--- config.mk ---
export PLATFORM = sky130hd
export DESIGN_NAME = mtg_sequencer
export DESIGN_NICKNAME = d
export VERILOG_FILES = /design/src/rtl/core/mtg_pkg.sv /design/src/rtl/core/mtg_sequencer.sv
export SDC_FILE = /design/constraint.sdc
export NUM_CORES = 1
export LEC_CHECK = 0
export ABC_AREA = 1
export BUFFER_PORTS_ARGS = -buffer_cell sky130_fd_sc_hd__buf_4
export CAP_MARGIN = 20
export CORE_AREA = 4 4 170 172
export DETAILED_ROUTE_END_ITERATION = 8
export DIE_AREA = 0 0 174 176
export PLACE_DENSITY = 0.83
export SETUP_SLACK_MARGIN = 0.5
export SYNTH_ARGS = -nofsm -noshare
export SYNTH_HDL_FRONTEND = slang
export SYNTH_SLANG_ARGS = --single-unit
--- constraint.sdc ---
create_clock -name clk -period 6 [get_ports clk]
set_input_delay 1.2 -clock clk [delete_from_list [all_inputs] [get_ports clk]]
set_output_delay 1.2 -clock clk [all_outputs]
set_load 0.01 [all_outputs]
--- src/rtl/core/mtg_pkg.sv ---
package mtg_pkg;

  localparam logic [31:0] UPPER_MASK   = 32'h8000_0000;
  localparam logic [31:0] LOWER_MASK   = 32'h7FFF_FFFF;
  localparam logic [31:0] TWIST_MATRIX = 32'h9908_B0DF;
  localparam logic [31:0] INIT_MULT    = 32'd1812433253;
  localparam int unsigned SHIFT_M      = 397;
  localparam int unsigned INIT_SHIFT   = 30;

  localparam logic OP_RESEED = 1'b0;
  localparam logic OP_DRAW   = 1'b1;

  typedef enum logic [2:0] {
    ST_SEED_MUL,
    ST_SEED_WR,
    ST_IDLE,
    ST_DRAW_OUT,
    ST_TW_PRIME,
    ST_TW_RD,
    ST_TW_WR
  } mtg_state_t;

  typedef struct packed {
    logic        valid;
    logic [31:0] word;
  } mtg_result_t;

endpackage

--- src/rtl/core/mtg_sequencer.sv ---
module mtg_sequencer #(
  parameter int TABLE_LENGTH = 624,
  parameter int IDX_W        = 10
) (
  input  logic                clk,
  input  logic                rst,
  input  logic                in_valid,
  output logic                in_ready,
  input  logic                in_opcode,
  input  logic [31:0]         in_seed,
  input  logic                out_free,
  output mtg_pkg::mtg_result_t result,
  output logic                ram_we,
  output logic [IDX_W-1:0]    ram_waddr,
  output logic [31:0]         ram_wdata,
  output logic [IDX_W-1:0]    ram_raddr_a,
  output logic [IDX_W-1:0]    ram_raddr_b,
  input  logic [31:0]         ram_rdata_a,
  input  logic [31:0]         ram_rdata_b
);
  import mtg_pkg::*;

  localparam logic [IDX_W-1:0] LAST_IDX = IDX_W'(TABLE_LENGTH - 1);
  localparam logic [IDX_W:0]   TAB_LEN  = (IDX_W+1)'(TABLE_LENGTH);
  localparam logic [IDX_W:0]   SHIFT_W  = (IDX_W+1)'(SHIFT_M);

  mtg_state_t       state, state_next;
  logic [IDX_W-1:0] pos;
  logic [IDX_W-1:0] idx;
  logic [31:0]      prev;
  logic [31:0]      prod;
  logic [31:0]      cur;

  logic             accept;
  logic             pos_last;
  logic             idx_last;
  logic [IDX_W-1:0] pos_succ;
  logic [IDX_W:0]   far_sum;
  logic [IDX_W-1:0] far_pos;
  logic [31:0]      seed_word;
  logic [31:0]      mix;
  logic [31:0]      twist_word;
  logic [31:0]      scrambled;

  assign accept    = in_valid && in_ready;
  assign pos_last  = (pos == LAST_IDX);
  assign idx_last  = (idx == LAST_IDX);
  assign pos_succ  = pos_last ? '0 : pos + 1'b1;
  assign far_sum   = {1'b0, pos} + SHIFT_W;
  assign far_pos   = (far_sum >= TAB_LEN) ? IDX_W'(far_sum - TAB_LEN) : far_sum[IDX_W-1:0];
  assign seed_word = (pos == '0) ? prev : prod + {{(32-IDX_W){1'b0}}, pos};
  assign mix       = (cur & UPPER_MASK) | (ram_rdata_a & LOWER_MASK);
  assign twist_word = ram_rdata_b ^ (mix >> 1) ^ (mix[0] ? TWIST_MATRIX : 32'h0);
  assign scrambled = prev ^ (prev >> INIT_SHIFT);

  always_comb begin
    state_next = state;
    unique case (state)
      ST_SEED_MUL: state_next = ST_SEED_WR;
      ST_SEED_WR:  state_next = pos_last ? ST_IDLE : ST_SEED_MUL;
      ST_IDLE: begin
        if (accept) begin
          state_next = (in_opcode == OP_DRAW) ? ST_DRAW_OUT : ST_SEED_WR;
        end
      end
      ST_DRAW_OUT: begin
        if (out_free) begin
          state_next = idx_last ? ST_TW_PRIME : ST_IDLE;
        end
      end
      ST_TW_PRIME: state_next = ST_TW_RD;
      ST_TW_RD:    state_next = ST_TW_WR;
      ST_TW_WR:    state_next = pos_last ? ST_IDLE : ST_TW_RD;
      default:     state_next = ST_IDLE;
    endcase
  end

  always_comb begin
    in_ready     = 1'b0;
    ram_we       = 1'b0;
    ram_waddr    = pos;
    ram_wdata    = twist_word;
    ram_raddr_a  = idx;
    ram_raddr_b  = far_pos;
    result.valid = 1'b0;
    result.word  = ram_rdata_a;
    unique case (state)
      ST_SEED_WR: begin
        ram_we    = 1'b1;
        ram_wdata = seed_word;
      end
      ST_IDLE:     in_ready = 1'b1;
      ST_DRAW_OUT: result.valid = out_free;
      ST_TW_PRIME: ram_raddr_a = '0;
      ST_TW_RD:    ram_raddr_a = pos_succ;
      ST_TW_WR:    ram_we = 1'b1;
      default: begin
      end
    endcase
  end

  always_ff @(posedge clk) begin
    if (rst) begin
      state <= ST_SEED_WR;
      pos   <= '0;
      idx   <= '0;
      prev  <= '0;
    end else begin
      state <= state_next;
      unique case (state)
        ST_SEED_MUL: prod <= INIT_MULT * scrambled;
        ST_SEED_WR: begin
          prev <= seed_word;
          pos  <= pos_succ;
          idx  <= '0;
        end
        ST_IDLE: begin
          if (accept && in_opcode == OP_RESEED) begin
            prev <= in_seed;
            pos  <= '0;
          end
        end
        ST_DRAW_OUT: begin
          if (out_free) begin
            idx <= idx_last ? '0 : idx + 1'b1;
          end
        end
        ST_TW_PRIME: pos <= '0;
        ST_TW_RD: begin
          if (pos == '0) begin
            cur <= ram_rdata_a;
          end
        end
        ST_TW_WR: begin
          cur <= ram_rdata_a;
          pos <= pos_succ;
        end
        default: begin
        end
      endcase
    end
  end

endmodule

== Word level (Yosys, flattened, before mapping) ==
Cells that the tools add are included.

* $mul: 1
* Add/sub/neg operators: 5
* Bitwise gates (word level): 6
* Mux-type cells: 25
* Reduce and logical (&&, ||, !) cells: 15
* Magnitude comparators: 1
* Equal/unequal tests: 12

{| class="wikitable"
|+ Operators with widths
! cell !! number
|-
| $mux W32 || 5
|-
| $pmux W32 S2 || 2
|-
| $mux W10 || 5
|-
| $pmux W10 S2 || 2
|-
| $add A32 B10 Y32 || 1
|-
| $mul A31 B32 Y32 const A || 1
|-
| $or A32 B31 Y32 || 1
|-
| $xor A32 B2 Y32 || 1
|-
| $xor A32 B31 Y32 || 1
|-
| $xor A32 B32 Y32 || 1
|-
| $pmux W10 S3 || 1
|-
| $pmux W3 S7 || 1
|-
| $add A10 B1 Y10 const B || 2
|-
| $eq A10 B10 Y1 const B || 2
|-
| $mux W3 || 4
|-
| $add A10 B9 Y11 const B || 1
|-
| $ge A11 B10 Y1 const B || 1
|-
| $logic_not A10 Y1 || 1
|-
| $reduce_and A2 Y1 || 5
|-
| $sub A10 B10 Y10 const B || 1
|-
| $eq A3 B3 Y1 const B || 3
|-
| $ne A2 B2 Y1 const B || 4
|-
| $eq A3 B2 Y1 const B || 2
|-
| $reduce_bool A2 Y1 || 3
|-
| 9 further kinds || 14
|}

* Word-level logic and storage cells: 71
* Flip-flop bits (word level): 119
* Output and inout port bits: 97
* Bits of input ports: 101

== Depth between registers and ports, before layout ==
Gate-level depths: netlist of the first run.

* Depth in word-level cells: 6
* Mapped depth: 27
* Depth with buffers taken out: 27

== Least setup slack after synthesis of the first run ==
Ideal clock, no wire load.

* Kind: register to register
* Start: register prev[12]
* End: register prod[28], data pin
* Clock period less this slack: 5.837 ns
* Setup time: 0.262 ns
* Data required time: 5.738 ns
* Stages on the path, launching flop included: 22
* Path slack: 0.163 ns
* Data arrival time: 5.575 ns
* Buffers on the path: 0
* Cell sequence: dfxtp_1 > ha_1 > ha_1 > fa_1 > inv_1 > fa_1 > inv_1 > fa_1 > inv_1 > fa_1 > inv_1 > fa_1 > inv_1 > fa_1 > inv_1 > ha_1 > nand2_1 > nor4_1 > nand4_1 > nand3_1 > a21oi_1 > xor2_1

* Longest elaborated chain between the ends: 2

{| class="wikitable"
|+ Ends and longest elaborated chain
! what !! line !! RTL
|-
| from (decl) || mtg_sequencer.sv:30 || <nowiki>logic [31:0] prev;</nowiki>
|-
| from (signal assigned) || mtg_sequencer.sv:113 || <nowiki>prev <= seed_word;</nowiki>
|-
| from (signal assigned) || mtg_sequencer.sv:119 || <nowiki>prev <= in_seed;</nowiki>
|-
| $xor A32 B2 Y32 || mtg_sequencer.sv:54 || <nowiki>assign scrambled = prev ^ (prev >> INIT_SHIFT);</nowiki>
|-
| $mul A31 B32 Y32 || mtg_sequencer.sv:111 || <nowiki>ST_SEED_MUL: prod <= INIT_MULT * scrambled;</nowiki>
|-
| to (signal assigned) || mtg_sequencer.sv:111 ||
|-
| to (decl) || mtg_sequencer.sv:31 || <nowiki>logic [31:0] prod;</nowiki>
|}

No other way between the ends.
A chain may end at the register's enable or synchronous reset.

== Worst setup path in the final report of the first run ==
* Start: register prev[0]
* End: register prod[30], data pin

Same word-level chain as after synthesis.

==> qor.csv, run 1 <==
stage,metric,value,unit
drt,routed_wl,49.63,mm
place,io_buffers,197,
floorplan,die_width,174,microns
drt,routedWlPerCell,19.39,microns
job,drv_cap,0,
logic_synthesis,yosys-top-cells-area,"fa_1 20%, ha_1 19%, nand2_1 10%",
floorplan,coreArea,27480,sq um
logic_synthesis,syn_area,14910,sq um
place,dp_slack,-0.2458,ns
sta,tightest_slew,0.9457,ns
logic_synthesis,synth.net_count,2453,
grt,grt_pass1_wl,76.38,mm
floorplan,fp.dieH,176,microns
logic_synthesis,seq_area_frac_synth,0.1403,
clock_tree,cts_tree,done,
drt,ant_nets,0,
sta,finalWorstSetupSlack,0.1685,ns
logic_synthesis,yosysTopAreaCell,fa_1,
setup_path,crit_required,6.11,ns
clock_tree,numCtsBuffers,9,
floorplan,pin_count,198,
logic_synthesis,syn_avg_cell_area,7.526,sq um
clock_tree,htreeDepth,3,
sta,fin_crit,5.831,ns
sta,fmax,0.1715,GHz
sta,relSlewSlack,0.3686,
sta,fin_worst_skew,0.007790,ns
setup_path,crit_arrival,5.94,ns
status,outcome,finished clean,
place,hpwl,39.71,mm
setup_path,cp-end-kind,flop,
clock_tree,cts_root_buf,clkbuf_16,
grt,grt_pass1_vias,14491,
drt,drt_iter0_drc,1113,
clock_tree,postCtsHoldBufs,0,
floorplan,fp.dieArea,30620,sq um
sta,rsz0062_at_grt,true,
sta,hold_violations,0,
layout,area_growth,22.72,%
place,place.gp.congestion,0.9998,
hold_path,hp-class,flop to flop,
drt,drc,0,
floorplan,start_util,0.5426,
drt,vias,14213,
logic_synthesis,ys_seq_elements,88,
floorplan,rows,61,
grt,grt_max_degree,59,
grt,overflow,0,
sta,fin_crit_sh,0.9719,
layout,n_fill_cell,2206,
clock_tree,clk_pin_slew,0.07,ns
logic_synthesis,ys_warn_count,0,
clock_tree,clock-sinks,88,
logic_synthesis,ys_types,45,
layout,antenna_cells,0,
drt,dr.pass1.iters,6,
clock_tree,insertion_delay,0.35,ns
logic_synthesis,synthCells,1981,
grt,antenna_found_initial,3,
layout,nets,2680,
setup_path,worst_setup_path_start_kind,flop,
layout,drive_gt1_frac,0.2115,
sta,drv_slew,0,
setup_path,path_class,flop to flop,
logic_synthesis,synth.top_cell.area_share,0.1974,
drt,vias_per_cell,5.554,
setup_path,path_max_fanout,4,
clock_tree,clk_path_buf_depth,2,
grt,track_usage,0.3162,
sta,finalSetupViolCount,0,
-- logic make-up after synthesis --
| kind of cell | Yosys count | synth area share |
|---|---|---|
| multiplexers | 1 | 0.0006714 |
| adder cells (fa/ha/maj) | 371 | 0.3854 |
| XOR/XNOR | 103 | 0.06051 |
| AO/OA/AOI/OAI | 215 | 0.07831 |
| buffers and inverters | 460 | 0.1248 |
| AND/OR/NAND/NOR | 743 | 0.2100 |
| flip-flops | 88 | 0.1403 |
-- worst paths after layout --
path                                 end  depth (start not counted)  slack [ns]  startpoint
worst max-delay path            prod[30]                         25        0.17     prev[0]
worst min-delay path              idx[0]                          2        0.51      idx[0]
worst max register to register  prod[30]                         25        0.17     prev[0]
worst min register to register    idx[0]                          2        0.51      idx[0]
-- critical path, stage by stage, from the launching register on --
cell	delay, ns
dfxtp_4	0.37
xnor2_4	0.26
xnor2_2	0.16
inv_2	0.10
buf_6	0.14
ha_4	0.15
or2_4	0.23
ha_4	0.24
fa_1	0.44
ha_2	0.19
fa_1	0.47
fa_1	0.53
fa_1	0.56
inv_2	0.05
fa_1	0.55
inv_2	0.05
ha_4	0.32
nand2_4	0.09
nor2_4	0.13
inv_2	0.04
nor3_2	0.12
nand3_1	0.11
nand3_2	0.11
nand2_1	0.05
nand2_1	0.07
xor2_1	0.06
-- timing repair --
action / 4_1_cts / 5_1_grt
cloned: 0 / 0
buffers inserted: 25 / 10
gates resized for setup: 112 / 43
pin swaps: 68 / 42
setup endpoints to repair: 19 / 19
-- through the flow --
step / util / setup TNS [ns] / hold WS [ns] / std cells / cell area, sq um
6_report: 0.6658 / 0 / 0.5134 / 2559 / 18300
5_1_grt: 0.6658 / 0 / 0.5307 / 2559 / 18300
3_5_place_dp: 0.6195 / -0.6851 / 0.4908 / 2508 / 17020
2_1_floorplan: - / 0 / 0.4574 / 1981 / 15090
3_3_place_gp: 0.6195 / -0.2363 / 0.4660 / 2508 / 17020
4_1_cts: 0.6561 / 0 / 0.5008 / 2549 / 18030
-- Yosys cell counts, drive strengths merged --
cell,count
o21ai,91
a21boi,5
nand2,418
xor2,58
clkinv,2
clkbuf,23
o311ai,1
nor3,21
inv,392
a31oi,5
nand4,14
nand3,115
a21oi,96
o32ai,1
nand3b,5
or2,14
o21a,1
o211ai,5
mux2i,1
o22ai,2
o2111ai,1
nor4,8
nor3b,4
o21bai,3
buf,43
fa,147
a21o,4
xnor2,45
dfxtp,55
ha,224
nor2,141
and2,3
edfxtp,33
-- cells in the final DEF (no fill, tap or decap), drive strengths merged --
cell and count:
o22ai 2, ha 224, dfxtp 55, o2111ai 1, clkinvlp 1, and2 3
inv 394, or2 14, o21bai 3, a21oi 96, nand2 418, o21a 1
a21o 4, clkbuf 11, nor3b 4, nand3 115, edfxtp 33, o311ai 1
nor3 21, fa 147, clkinv 4, nand4 14, o21ai 91, o211ai 5
xor2 58, buf 282, a21boi 5, mux2i 1, nor4 8, xnor2 45
a31oi 5, nand3b 5, o32ai 1, nor2 141
-- area by class of cell --
| class | count | area, sq um | share of cell area |
|---|---|---|---|
| clock buffer | 11 | 242.7 | 0.01327 |
| clock inverter | 5 | 38.79 | 0.002120 |
| inverter | 394 | 1479 | 0.08084 |
| multi-input combinational | 1433 | 11760 | 0.6427 |
| sequential | 88 | 2163 | 0.1182 |
| tap | 346 | 432.9 | 0.02366 |
| timing repair buffer | 282 | 2181 | 0.1192 |
-- flip-flops by register name, indices dropped and copies added (netlist names) --
signal / flops
cur: 1
idx: 10
prev: 32
prod: 32
ram_waddr: 10
state: 3
-- metal layers --
layer,vias up,wire [microns],GRT usage
met4,2,2859,0.1518
met2,631,24240,0.5575
li1,6660,-,-
met5,-,7,0
met1,6743,18680,0.3704
met3,177,3829,0.06338
Power of run 1 is left out: the tool's default activity adds up to more than one toggle a clock period on the data nets, which glitch-free logic cannot reach.
==> inputs of run 2 (changes only) <==
Settings changed: SETUP_SLACK_MARGIN 0.5 to default.
==> run 2 against run 1 <==
Effect of this change: via count fell by 1.2%; highest routed layer unchanged; die area did not move; core utilization fell by 1.9 points; cell area fell by 2.9%; first-iteration DRC count fell by 6.9%.
==> qor.csv, run 2 (synthesis gave the netlist of run 1 again) <==
stage,metric,value,unit,change
clock_tree,clk_pin_slew,0.07,ns,about the same
layout,n_fill_cell,2353,,was 2206
drt,ant_nets,0,,unchanged
clock_tree,htreeDepth,3,,unchanged
clock_tree,clk_path_buf_depth,2,,unchanged
setup_path,path_max_fanout,4,,unchanged
layout,nets,2688,,was 2680
sta,fmax,0.1700,GHz,was 0.1715 GHz
drt,drc,0,,unchanged
hold_path,hp-class,flop to flop,,unchanged
setup_path,crit_arrival,5.99,ns,was 5.94 ns
drt,routedWlPerCell,18.80,microns,was 19.39 microns
floorplan,pin_count,198,,unchanged
clock_tree,clock-sinks,88,,unchanged
setup_path,path_class,flop to flop,,unchanged
grt,grt_max_degree,59,,unchanged
floorplan,fp.dieH,176,microns,unchanged
sta,relSlewSlack,0.3352,,was 0.3686
setup_path,crit_required,6.10,ns,was 6.11 ns
setup_path,path_cells,"xnor2_2, xnor2_1, inv_2, ha_1, or2_2, ha_1, fa_1, ha_2, ha_1, fa_1, inv_1, fa_1, inv_1, fa_1, ha_2, a21oi_1, o21ai_0, a21oi_1, nand3_1, buf_4, xor2_1",,
clock_tree,postCtsHoldBufs,0,,unchanged
sta,drv_slew,0,,unchanged
sta,fin_crit,5.883,ns,was 5.831 ns
layout,post-route-util,0.6467,,was 0.6658
layout,area_growth,19.19,%,was 22.72%
setup_path,crit_top_cell,fa_1,,unchanged
sta,hold_violations,0,,unchanged
floorplan,die_width,174,microns,unchanged
place,dp.cells,2545,,was 2508
drt,vias_per_cell,5.466,,was 5.554
place,postPlaceCellArea,17120,sq um,was 17020 sq um
grt,antenna_found_initial,3,,unchanged
layout,drive_gt1_frac,0.1819,,was 0.2115
sta,fin_worst_skew,0.01588,ns,was 0.007790 ns
setup_path,path_buf_inv,4,,was 5
sta,tightest_slew,0.9958,ns,was 0.9457 ns
layout,reg.largest.list,"prev (32), prod (32)",,unchanged
floorplan,start_util,0.5426,,unchanged
grt,overflow,0,,unchanged
floorplan,rows,61,,unchanged
drt,drt_iter0_drc,1036,,was 1113
sta,finalSetupViolCount,0,,unchanged
clock_tree,cts_tree,done,,unchanged
drt,vias,14037,,was 14213
clock_tree,insertion_delay,0.36,ns,was 0.35 ns
drt,routed_wl,48.27,mm,was 49.63 mm
grt,grt_pass1_wl,74.80,mm,was 76.38 mm
setup_path,max_stage_delay,0.54,ns,was 0.56 ns
status,outcome,finished clean,,unchanged
layout,final_cells,2568,,was 2559
floorplan,coreArea,27480,sq um,unchanged
job,drv_cap,0,,unchanged
clock_tree,numCtsBuffers,9,,unchanged
clock_tree,cts_root_buf,clkbuf_16,,unchanged
grt,grt_pass1_vias,14352,,was 14491
layout,layout_commonest_cell,nand2_1,,unchanged
setup_path,cp-end-kind,flop,,unchanged
floorplan,fp.dieArea,30620,sq um,unchanged
place,io_buffers,197,,unchanged
setup_path,worst_setup_path_start_kind,flop,,unchanged
grt,track_usage,0.3106,,was 0.3162
place,place.gp.congestion,0.9528,,was 0.9998
place,hpwl,40.91,mm,was 39.71 mm
drt,dr.pass1.iters,6,,unchanged
setup_path,slowest_stage,fa_1,,unchanged
sta,rsz0062_at_grt,true,,unchanged
setup_path,critical-path-top-delay-family,adder cells,,unchanged
layout,fin_area,17770,sq um,was 18300 sq um
sta,fin_crit_sh,0.9806,,was 0.9719
layout,mostFrequentLayoutCells,"409 x nand2_1, 383 x inv_1, 288 x buf_4",,"was 404 x nand2_1, 375 x inv_1, 272 x buf_4"
-- run 2: cell count changes in the layout (fill, tap and decap cells not counted), moves of 9 or more --
cell,before,now
ha_1,186,211
ha_4,32,9
buf_4,272,288
dfxtp_4,17,2
dfxtp_2,6,17
a21oi_1,79,89
o21ai_0,74,83
-- run 2: per-layer routing --
layer	track usage	share of wire	vias up
met5	0	0.00017	-
met4	0.1574	0.060	2
met3	0.04497	0.068	167
met2	0.5419	0.48	549
met1	0.3763	0.39	6633
li1	-	-	6686
-- run 2: through the flow --
| stage | setup WS [ns] | hold slack [ns] | setup TNS (ns) |
|---|---|---|---|
| 2_1_floorplan | 0.1626 | 0.4574 | 0 |
| 3_3_place_gp | -0.03331 | 0.4679 | -0.03331 |
| 3_5_place_dp | -0.07988 | 0.4924 | -0.3113 |
| 4_1_cts | 0.006641 | 0.5027 | 0 |
| 5_1_grt | -0.08480 | 0.5264 | -0.2045 |
| 6_report | 0.1165 | 0.5063 | 0 |
-- run 2: worst paths after layout --
check                               from  endpoint  slack (ns)  cells past startpoint
worst max-delay path            prev[31]  prod[24]        0.12                     21
worst min-delay path              idx[0]    idx[0]        0.51                      2
worst max register to register  prev[31]  prod[24]        0.12                     21
worst min register to register    idx[0]    idx[0]        0.51                      2
-- run 2: worst register-to-register path: stages (launching register included) --
cell and delay [ns]:
dfxtp_2 0.34, xnor2_2 0.21, xnor2_1 0.16, inv_2 0.12, ha_1 0.20, or2_2 0.29
ha_1 0.29, fa_1 0.50, ha_2 0.27, ha_1 0.30, fa_1 0.48, inv_1 0.05
fa_1 0.48, inv_1 0.06, fa_1 0.54, ha_2 0.32, a21oi_1 0.30, o21ai_0 0.17
a21oi_1 0.15, nand3_1 0.12, buf_4 0.15, xor2_1 0.14
-- run 2: cell type report --
type	count	area (sq um)	share of cell area
flip-flops and latches	88	2121	0.1194
clock inverters	6	56.30	0.003169
diodes	1	2.502	0.0001408
inverters	394	1479	0.08323
repair buffers	290	2193	0.1234
multi-input cells	1433	11230	0.6322
well taps	346	432.9	0.02436
clock buffers	10	250.2	0.01408
-- run 2: timing repair --
| action | CTS | global route |
|---|---|---|
| endpoints found under the setup margin | 8 | 16 |
| hold endpoints to repair | 0 | 0 |
| buffers inserted | 0 | 6 |
| pin swaps | 0 | 27 |
| resized for setup | 5 | 70 |
Power of run 2 is left out for the same reason.
